**config.mk**
```make
export PLATFORM = sky130hd
export DESIGN_NAME = bbf_rsp_fifo
export DESIGN_NICKNAME = d
export VERILOG_FILES = /design/src/sv/bbf_pkg.sv /design/src/sv/bbf_rsp_fifo.sv
export SDC_FILE = /design/constraint.sdc
export NUM_CORES = 1
export LEC_CHECK = 0
export BUFFER_PORTS_ARGS = -buffer_cell sky130_fd_sc_hd__buf_4
export CAP_MARGIN = 20
export CORE_MARGIN = 5
export CORE_UTILIZATION = 50
export CTS_BUF_LIST = sky130_fd_sc_hd__clkbuf_4 sky130_fd_sc_hd__clkbuf_8
export CTS_CLUSTER_DIAMETER = 80
export DETAILED_ROUTE_END_ITERATION = 8
export GPL_ROUTABILITY_DRIVEN = 0
export PLACE_DENSITY = 0.78
export SYNTH_ARGS = -nofsm -noshare
export SYNTH_HDL_FRONTEND = slang
export SYNTH_SLANG_ARGS = --single-unit
```
**constraint.sdc**
```tcl
create_clock -name clock -period 6.4 [get_ports clock]
set_clock_uncertainty 0.05 [all_clocks]
set_input_delay 0.96 -clock clock [delete_from_list [all_inputs] [get_ports clock]]
set_output_delay 0.96 -clock clock [all_outputs]
set_load 0.1 [all_outputs]
```
**src/sv/bbf_pkg.sv**
```systemverilog
`timescale 1ns / 1ps
// ----------------------------------------------------------------------------
// bbf_pkg: shared types and constants of the 3x3 box filter
// beat types for both channels, defaults for the top-level parameters
// ----------------------------------------------------------------------------
package bbf_pkg;

   localparam int MAX_SIDE_DEF     = 1024;
   localparam int CHANNEL_BITS_DEF = 16;
   localparam int SIDE_REG_W       = 11;
   localparam int OUT_W            = 16;
   localparam int RSP_DEPTH        = 16;

   localparam logic [SIDE_REG_W-1:0] SIDE_RESET = SIDE_REG_W'(32);

   typedef enum logic {
      OP_PIXEL = 1'b0,
      OP_FLUSH = 1'b1
   } op_type;

   typedef struct packed {
      op_type            op;
      logic [OUT_W-1:0]  in_red;
      logic [OUT_W-1:0]  in_green;
      logic [OUT_W-1:0]  in_blue;
   } req_type;

   typedef struct packed {
      logic [OUT_W-1:0]  out_red;
      logic [OUT_W-1:0]  out_green;
      logic [OUT_W-1:0]  out_blue;
      logic              frame_end;
      logic              run_last;
   } rsp_type;

   typedef struct packed {
      logic push_first;
      logic push_second;
   } push_type;

endpackage

```
**src/sv/bbf_rsp_fifo.sv**
```systemverilog
`timescale 1ns / 1ps
// ----------------------------------------------------------------------------
// bbf_rsp_fifo: result queue
// takes up to two beats a cycle, hands out one; depth a power of two
// ----------------------------------------------------------------------------
module bbf_rsp_fifo
   import bbf_pkg::*;
#(
   parameter int DEPTH = RSP_DEPTH
) (
   input  logic                       clock,
   input  logic                       reset,
   input  push_type                   push,
   input  rsp_type                    wr_first,
   input  rsp_type                    wr_second,
   output logic [$clog2(DEPTH+1)-1:0] count,
   output logic                       rd_valid,
   input  logic                       rd_ready,
   output rsp_type                    rd_data
);

   localparam int PTR_W = $clog2(DEPTH);
   localparam int CNT_W = $clog2(DEPTH + 1);

   rsp_type            mem_ff [DEPTH];
   logic [PTR_W-1:0]   wr_ptr_ff, wr_ptr_in;
   logic [PTR_W-1:0]   rd_ptr_ff, rd_ptr_in;
   logic [CNT_W-1:0]   count_ff, count_in;
   logic [PTR_W-1:0]   wr_ptr_nx;
   logic [CNT_W-1:0]   n_push;
   logic               pop;

   assign pop       = (count_ff != '0) && rd_ready;
   assign n_push    = CNT_W'(push.push_first) + CNT_W'(push.push_second);
   assign wr_ptr_nx = wr_ptr_ff + 1'b1;
   assign wr_ptr_in = wr_ptr_ff + PTR_W'(n_push);
   assign rd_ptr_in = rd_ptr_ff + PTR_W'(pop);
   assign count_in  = count_ff + n_push - CNT_W'(pop);

   always_ff @(posedge clock) begin
      if (reset) begin
         wr_ptr_ff <= '0;
         rd_ptr_ff <= '0;
         count_ff  <= '0;
      end else begin
         wr_ptr_ff <= wr_ptr_in;
         rd_ptr_ff <= rd_ptr_in;
         count_ff  <= count_in;
      end
   end

   always_ff @(posedge clock) begin
      if (push.push_first) begin
         mem_ff[wr_ptr_ff] <= wr_first;
      end
      if (push.push_second) begin
         mem_ff[wr_ptr_nx] <= wr_second;
      end
   end

   assign count    = count_ff;
   assign rd_valid = (count_ff != '0);
   assign rd_data  = mem_ff[rd_ptr_ff];

endmodule

```
# --- Yosys cells after proc, flatten, opt, wreduce, memory -nomap -nowiden ---
# Memories as Yosys holds them, arrays and structs flattened. A register that Yosys moved wholly into a read port is not among the register bits.
# Cells that the tools add are included.
totals:
  mem_bits_rw: 800
  n_memories: 1
  out_inout_bits: 56
  in_bits: 105
  register_bits: 13
  word_cells: 17
mem_list:
  columns: ["name", "words", "word_bits", "read_ports", "rd_clocked_by_memory_dff", "write_ports", "line_no", "text"]
  rows:
  - ["mem_ff", 16, 50, 1, 1, 2, "bbf_rsp_fifo.sv:25", "rsp_type mem_ff [DEPTH];"]
classes:
  reduce_logical: 2
  addsub: 6
  n_mux: 5
op_table:
  columns: ["operator", "count"]
  rows:
  - ["$add A5 B2 Y5", 1]
  - ["$reduce_bool A5 Y1", 1]
  - ["$sub A5 B1 Y5", 1]
  - ["$add A4 B1 Y4", 1]
  - ["$add A4 B1 Y4 const B", 1]
  - ["$add A4 B2 Y4", 1]
  - ["$mux W1", 4]
  - ["$mux W4", 1]
  - ["$add A1 B1 Y2", 1]
  - ["$logic_and A1 B1 Y1", 1]

# --- Logic depth before layout (Yosys ltp) ---
# Gate-level depths: netlist of run 1.
logic_depth:
  depth_word: 4
  ltp_mapped: 13
  mapped_depth_nobuf: 13

# --- Least setup slack after synthesis of run 1 ---
# Ideal clock, no wire load.
synth_timing:
  path_kind: "input to register"
  from: "input port push[0] (netlist name)"
  to: "memory mem_ff[3][0] (netlist name) (enable)"
  t_arrival_ns: 4.832
  required_time_ns: 5.830
  cell_stages: 4
  setup_slack_ns: 0.999
  n_path_buf: 0
  setup_time_ns: 0.520
  path_cell_list: "nor2b_1 > a21o_1 > nand2_1 > nor3_1"
synth_rtl:
  columns: ["element", "line_no", "text"]
  rows:
  - ["start: declaration", "bbf_rsp_fifo.sv:13", "input push_type push,"]
  - ["end: declaration", "bbf_rsp_fifo.sv:25", null]

==> metrics.sh, run 1 <==
STATUS='complete, no violations'
POST-ROUTE-WORST-SETUP-SLACK_NS=1.811
CLK_PIN_SLEW_NS=0.06
CLKSINKCOUNT=813
FLOW.AREA_GROWTH_FROM_SYNTHESIS_PCT=12.20
SYN_AREA_UM2=40500
GRT_START_MAX_NET_PINS=86
IRDROPWORSTVDD_mV=0.3036
PLACEMENT_ROWS=104
GRT_OVERFLOW=0
CTSLONGESTPATHBUFFERS=3
TRITONCTS_BUFFER_COUNT=138
TIMING.FINAL.CRIT_PERIOD_NS=4.589
MAX_FREQ_MHz=217.9
P_PER_AREA_nW_PER_UM2=333.6
DRT_DRC_VIOLATIONS_LEFT=0
SYNTH_FP_NETS=2449
INITIAL_CORE_UTIL_PCT=50.37
DP_HPWL_UM=59840
FINALHOLDVIOLATIONS=0
X_DIMENSION_OF_THE_DIE_UM=294.6
VIAS=23000
GRT_ANTENNA_BEFORE_REPAIR=8
CRIT_CHAIN='buf_12, mux4_2, a22oi_1, nand2_1, buf_4'
HOLD-WORST-SLACK_NS=0.4302
SYNTH_AREA_PER_CELL_UM2=17.38
HOLD_END='count[1]'
PLACED_CELLS_INCL_TAPS=3349
LAYOUT_WORST_PATH_CYCLE_SHARE_PCT=71.70
FINALSETUPTNS_NS=0
DRT_FIRST_PASS_ITERS=5
IO_BUFFER_COUNT=160
TIMING.REG2REG.WORST_PATH_DEPTH=3
WORSTHOLDSTART='reset'
DRT-TOTAL-WL_UM=105600
MAXSLEWHEADROOM_PCT=22.68
TIMING.CRITICAL_PATH.SLOWEST_STAGE_CELL='sky130_fd_sc_hd__dfxtp_4'
SYNTH_SEQ_CELLS=813
DIE_HEIGHT_UM=294.6
WORST_PATH_CLASS_SETUP='reg -> out'
GRT_PASS1_VIAS=24500
SEQ_AREA_FRAC_SYNTH_PCT=59.95
POST_CTS.RESIZED_INSTANCES=0
SYNTHFLOPTYPE='sky130_fd_sc_hd__edfxtp_1'
FLOORPLAN.CORE_AREA_UM2=80420
TIMING.HOLD.WORST.CLASS='in -> reg'
WORSTPATHARRIVAL_NS=3.58
CRIT_PATH_END_KIND='output pin'
GROUTE.USAGE.OVERALL_PCT=24.33
WORST_PATH_DOMINANT_CELL_FAMILY='flip-flops'
RSZ0062_AT_GRT='no'
WORST_SLEW_PIN_SLEW_NS=1.157
IOS=161
WL_PER_CELL_UM=29.33
WIRE_LENGTH_OF_THE_FIRST_GLOBAL_ROUTING_PASS_UM=158300
SYNTH_ENABLE_FLOP_CELLS=800
SYNTHARSTFLOPSHARE_PCT=0
WORSTPATHMAXFANOUT=64
POST_CTS_BUFFERS=0
NUMBER_OF_BUFFER_AND_INVERTER_INSTANCES_ALONG_THE_WORST_SETUP_PATH=2
CLK_ROOT_BUFFER_CELL='sky130_fd_sc_hd__clkbuf_8'
FINAL_STD_CELLS_W_O_FILL=3601
SETUP-VIOLATIONS-FINAL=0
COUNT_OF_HOLD_FIX_BUFFERS_INSERTED_AT_CTS=0
SYNTHESIS.YOSYS.WARNINGS=0
TOTAL_LEAKAGE_POWER_nW=14.69
HTREE_NUM_LEVELS=4
DETAILEDPLACE.WORSTSLACK_NS=2.399
ANTENNA_VIOLATING_NETS_POST_ROUTE=0
SYNTHDISTINCTLIBCELLS=34
DIEAREA_UM2=86800
FINAL_NETS=2550
R2R_SLACK_NS=2.80
REQUIRED_NS=5.39
CRITICAL_PATH.STARTPOINT_TYPE='flop'
DR.FIRST_ITER.DRC_COUNT=2174
WHS_PATH_DEPTH=2
DRV.MAX_CAP_VIOLATION_COUNT=0
R2R_END='mem_ff[8][0]'
FINALMAXSLEWVIOLATIONS=0
RR_STARTPOINT='wr_ptr_ff[2]'
CPPEAKSTAGEDELAY_NS=0.84
SYN-INSTANCE-COUNT=2330
CTS_TREE='built'
CLOCK_INSERTION_DELAY_WORST_SKEW_NS=0.78
LAYOUT-DRIVE-GT1-SHARE_PCT=52.17
DETAIL_ROUTE.VIAS_PER_CELL=6.387
## flip-flops by register name, summed over array words and instances (netlist names)
name / flops
rd_ptr_ff: 4
wr_ptr_ff: 4
mem_ff: 800
count: 5
## report_power, final
| group | switching, W | internal (W) |
|---|---|---|
| sequential | 0.000154 | 0.00616 |
| combinational | 0.00271 | 0.00160 |
| clock | 0.00209 | 0.00245 |
## cell usage in the layout (no fill, tap or decap), types with 12 or more instances in the layout
master,instances
sky130_fd_sc_hd__nor2_4,17
sky130_fd_sc_hd__clkbuf_4,48
sky130_fd_sc_hd__ha_1,12
sky130_fd_sc_hd__buf_4,203
sky130_fd_sc_hd__nand2_1,58
sky130_fd_sc_hd__inv_1,12
sky130_fd_sc_hd__clkbuf_8,145
sky130_fd_sc_hd__mux2_1,139
sky130_fd_sc_hd__a22oi_1,100
sky130_fd_sc_hd__clkinv_1,35
sky130_fd_sc_hd__mux4_2,200
sky130_fd_sc_hd__edfxtp_1,800
sky130_fd_sc_hd__mux2_2,661
## per-stage QoR
| stage | util, % | cell area (µm²) | total power [W] |
|---|---|---|---|
| 6_report | 56.51 | 45450 | 0.01516 |
| 5_1_grt | 56.51 | 45440 | 0.01573 |
| 4_1_cts | 56.44 | 45390 | 0.01526 |
| 3_5_place_dp | 53.15 | 42740 | 0.01075 |
| 3_3_place_gp | 53.01 | 42630 | 0.01066 |
| 2_1_floorplan | - | 40500 | 0.009707 |
## cell type report
| class | count | area, µm² |
|---|---|---|
| fillers | 6130 | 34970 |
| flip-flops and latches | 813 | 24290 |
| multi-input cells | 1251 | 15350 |
| clock buffers | 193 | 2356 |
| repair buffers | 213 | 1762 |
| well taps | 1060 | 1326 |
| clock inverters | 52 | 292.8 |
| inverters | 14 | 52.55 |
| diodes | 5 | 12.51 |
## cells by family (layout without fill, tap and decap cells)
group	after synthesis	count (layout)	synth area share (%)
compound gates	112	112	2.045
xor+xnor	5	5	0.1081
fa+ha+maj	14	14	0.4695
buf+inv	266	472	2.752
flops	813	813	59.95
mux	1000	1000	33.36
other cells	0	5	0
simple gates	120	120	1.310
## synth_stat cells (all sizes together), types with 2 or more instances
library cell	number	area (µm²)
a21o	2	15.01
a21oi	5	25.02
a22oi	100	750.7
and2	3	18.77
buf	110	529.3
clkbuf	142	533.0
dfxtp	13	260.3
edfxtp	800	24020
fa	2	40.04
ha	12	150.1
inv	14	52.55
mux2	800	9009
mux4	200	4504
nand2	59	221.5
nand2b	3	18.77
nand3	5	25.02
nor2	25	93.84
nor2b	12	75.07
nor3	8	40.04
xnor2	2	17.52
xor2	3	26.28
## routing by layer
layer	up-vias	GRT usage, %	part of all wire (%)
li1	9604	-	-
met1	12070	33.03	39
met2	1125	39.92	49
met3	198	5.237	8.7
met4	6	7.354	2.6
met5	-	0	0.038
## how the worst max path moves through the flow
| stage | slack [ns] | from | cells past startpoint | end |
|---|---|---|---|---|
| 2_1_floorplan | 1.0 | push[0] | 4 | mem_ff[3][0] |
| 3_3_place_gp | 2.49 | push[0] | 6 | mem_ff[7][17] |
| 3_5_place_dp | 2.40 | push[0] | 6 | mem_ff[7][13] |
| 4_1_cts | 1.67 | rd_ptr_ff[0] | 5 | rd_data[48] |
| 5_1_grt | 1.55 | rd_ptr_ff[0] | 5 | rd_data[37] |
| 6_report | 1.81 | rd_ptr_ff[0] | 5 | rd_data[48] |
Power figures use the tool's default switching activity.
==> run 2, diff against run 1 <==
Settings changed: PLACE_DENSITY 0.78 to 0.8.
Clock period 6.4 ns to 4 ns, I/O delays scaled along.
==> metrics.sh, run 2 (synthesis gave the netlist of run 1 again) <==
STATUS='complete, no violations'
IRDROPWORSTVDD_mV=0.5687  # +87%
DRV.MAX_CAP_VIOLATION_COUNT=0  # unchanged
CTS_TREE='built'
FINALSETUPTNS_NS=0  # unchanged
DIEAREA_UM2=86800  # unchanged
FINAL_STANDARD_CELL_UTILIZATION_OF_THE_CORE_PCT=56.77  # +0.26 points
DRT-TOTAL-WL_UM=110600  # +4.7%
CLKPWRFRAC_PCT=28.6  # -1.3 points
COUNT_OF_HOLD_FIX_BUFFERS_INSERTED_AT_CTS=0  # unchanged
DETAIL_ROUTE.VIAS_PER_CELL=6.454  # +1.0%
FINAL_NETS=2568  # +0.71%
POST_CTS_BUFFERS=0  # unchanged
GROUTE.USAGE.OVERALL_PCT=25.40  # +1.1 points
DP_HPWL_UM=59420  # -0.71%
TIMING.HOLD.WORST.CLASS='in -> reg'
DIE_HEIGHT_UM=294.6  # unchanged
LAYOUT.FILLER_CELLS=6112  # -0.29%
CLKSINKCOUNT=813  # unchanged
HTREE_NUM_LEVELS=4  # unchanged
DR.FIRST_ITER.DRC_COUNT=2776  # +28%
HOLD-WORST-SLACK_NS=0.06666  # -0.3635 ns
REQUIRED_NS=3.35  # -2.04 ns
DRT_DRC_VIOLATIONS_LEFT=0  # unchanged
CLK_ROOT_BUFFER_CELL='sky130_fd_sc_hd__clkbuf_8'
FINALHOLDVIOLATIONS=0  # unchanged
CLK_PIN_SLEW_NS=0.07  # about the same
COMBINED_FLIP_FLOP_AND_LATCH_CELL_AREA_UM2=24290  # unchanged
SETUP-VIOLATIONS-FINAL=0  # unchanged
FINAL_STD_CELLS_W_O_FILL=3615  # +0.39%
P_PER_AREA_nW_PER_UM2=528.0  # +58%
LAYOUT_WORST_PATH_CYCLE_SHARE_PCT=92.61
GRT_PASS1_VIAS=24880  # +1.6%
TOTAL_LEAKAGE_POWER_nW=14.75  # +0.40%
VIAS=23330  # +1.4%
INITIAL_CORE_UTIL_PCT=50.37  # unchanged
INTERNAL_POWER_W=0.01608  # +58%
FLOW.AREA_GROWTH_FROM_SYNTHESIS_PCT=12.71
TRITONCTS_BUFFER_COUNT=134  # -2.9%
POWER.SHARE.COMBINATIONAL_PCT=29.8  # +1.4 points
RSZ0062_AT_GRT='no'
X_DIMENSION_OF_THE_DIE_UM=294.6  # unchanged
GRT_START_MAX_NET_PINS=65  # -24%
TOTAL_SWITCHING_POWER_W=0.008029  # +62%
MULTIINPUTGATEAREA_UM2=15370  # +0.12%
P_SW_SHARE_PCT=33.31  # +0.64 points
FLOORPLAN.CORE_AREA_UM2=80420  # unchanged
GRT_ANTENNA_BEFORE_REPAIR=10  # +2
DETAILEDPLACE.WORSTSLACK_NS=0.8397  # -1.559 ns
REGISTERS.TOP_BY_FF_COUNT='mem_ff'
CRIT_PATH_END_KIND='output pin'
POST_CTS.RESIZED_INSTANCES=0  # unchanged
PLACEMENT_ROWS=104  # unchanged
LARGEST_REGISTER_FF_COUNT=800  # unchanged
CTSLONGESTPATHBUFFERS=3  # unchanged
FINAL_CELL_MIX='sky130_fd_sc_hd__edfxtp_1 (800), sky130_fd_sc_hd__mux2_2 (661), sky130_fd_sc_hd__buf_4 (206), sky130_fd_sc_hd__mux4_2 (200)'
TIMING.FINAL.CRIT_PERIOD_NS=3.705
WORSTPATHARRIVAL_NS=3.05  # -0.53 ns
WORST_PATH_CLASS_SETUP='reg -> out'
SEQPWRFRAC_PCT=41.6  # about the same
MAXSLEWHEADROOM_PCT=22.53  # -0.15 points
ANTENNA_VIOLATING_NETS_POST_ROUTE=0  # unchanged
DRT_FIRST_PASS_ITERS=5  # unchanged
MOSTFREQUENTLAYOUTCELL='sky130_fd_sc_hd__edfxtp_1'
WORST_SLEW_PIN_SLEW_NS=1.162  # +0.004940 ns
POST-ROUTE-WORST-SETUP-SLACK_NS=0.2955  # -1.516 ns
WIRE_LENGTH_OF_THE_FIRST_GLOBAL_ROUTING_PASS_UM=163000  # +3.0%
IO_BUFFER_COUNT=160  # unchanged
CLOCK_INSERTION_DELAY_WORST_SKEW_NS=0.78  # about the same
LAYOUT-DRIVE-GT1-SHARE_PCT=52.26  # +0.089 points
WL_PER_CELL_UM=30.58  # +4.3%
IOS=161  # unchanged
WORSTPATHMAXFANOUT=31  # -52%
GRT_OVERFLOW=0  # unchanged
MAX_FREQ_MHz=269.9
CRITICAL_PATH.STARTPOINT_TYPE='flop'
PLACED_CELLS_INCL_TAPS=3373  # +0.72%
FINALMAXSLEWVIOLATIONS=0  # unchanged
[run 2: cell count changes in the layout (fill, tap and decap cells not counted), moves of 3 or more]
cell	delta
sky130_fd_sc_hd__buf_12	+24
sky130_fd_sc_hd__buf_16	-5
sky130_fd_sc_hd__buf_4	+3
sky130_fd_sc_hd__clkbuf_4	-10
sky130_fd_sc_hd__clkbuf_8	-6
sky130_fd_sc_hd__clkinv_1	+3
sky130_fd_sc_hd__clkinv_2	+3
sky130_fd_sc_hd__diode_2	+3
sky130_fd_sc_hd__nor3_2	-3
sky130_fd_sc_hd__nor3_4	+3
[run 2: final timing paths]
check                             startpoint           end  slack [ns]  cells after the start
worst max-delay path            rd_ptr_ff[1]   rd_data[27]        0.30                      6
worst min-delay path                   reset      count[1]        0.07                      2
worst max register to register      count[2]      count[4]        0.83                     13
worst min register to register  rd_ptr_ff[3]  rd_ptr_ff[3]        0.62                      2
[run 2: metal layers]
layer / vias up / share of wire, % / global-route usage [%] / routed length, µm
li1: 9670 / - / - / -
met3: 244 / 9.3 / 6.247 / 10230
met2: 1192 / 50 / 42.22 / 55240
met5: - / 0.035 / 0 / 39
met1: 12220 / 38 / 33.29 / 41830
met4: 6 / 2.9 / 8.131 / 3221
[run 2: power groups by stage]
| stage | combinational (W) | clock [W] | sequential [W] |
|---|---|---|---|
| after global routing | 0.00755 | 0.00739 | 0.0100 |
| final | 0.00719 | 0.00690 | 0.0100 |
| after floorplan | 0.00525 | 0 | 0.0103 |
| after global placement | 0.00710 | 0 | 0.0102 |
| after detailed placement | 0.00721 | 0 | 0.0102 |
| after CTS | 0.00724 | 0.00699 | 0.0100 |
[run 2: layout make-up]
type	count	share of cell area [%]
clock inverter	57	0.5810
clock buffer	177	4.815
tap	1060	2.905
inverter	14	0.1151
sequential	813	53.21
timing repair buffer	235	4.659
multi-input combinational	1251	33.67
antenna	8	0.04385
[run 2: worst max-delay path, cell delays in order, from the launching register on]
cell	delay, ns
sky130_fd_sc_hd__dfxtp_4	0.72
sky130_fd_sc_hd__buf_12	0.32
sky130_fd_sc_hd__buf_12	0.23
sky130_fd_sc_hd__mux4_2	0.31
sky130_fd_sc_hd__a22oi_1	0.34
sky130_fd_sc_hd__nand2_1	0.08
sky130_fd_sc_hd__buf_4	0.24
[run 2: stage by stage]
stage,total power (W),area [µm²]
2_1_floorplan,0.01552,40520
3_3_place_gp,0.01727,43170
3_5_place_dp,0.01741,43170
4_1_cts,0.02425,45630
5_1_grt,0.02498,45640
6_report,0.02411,45650
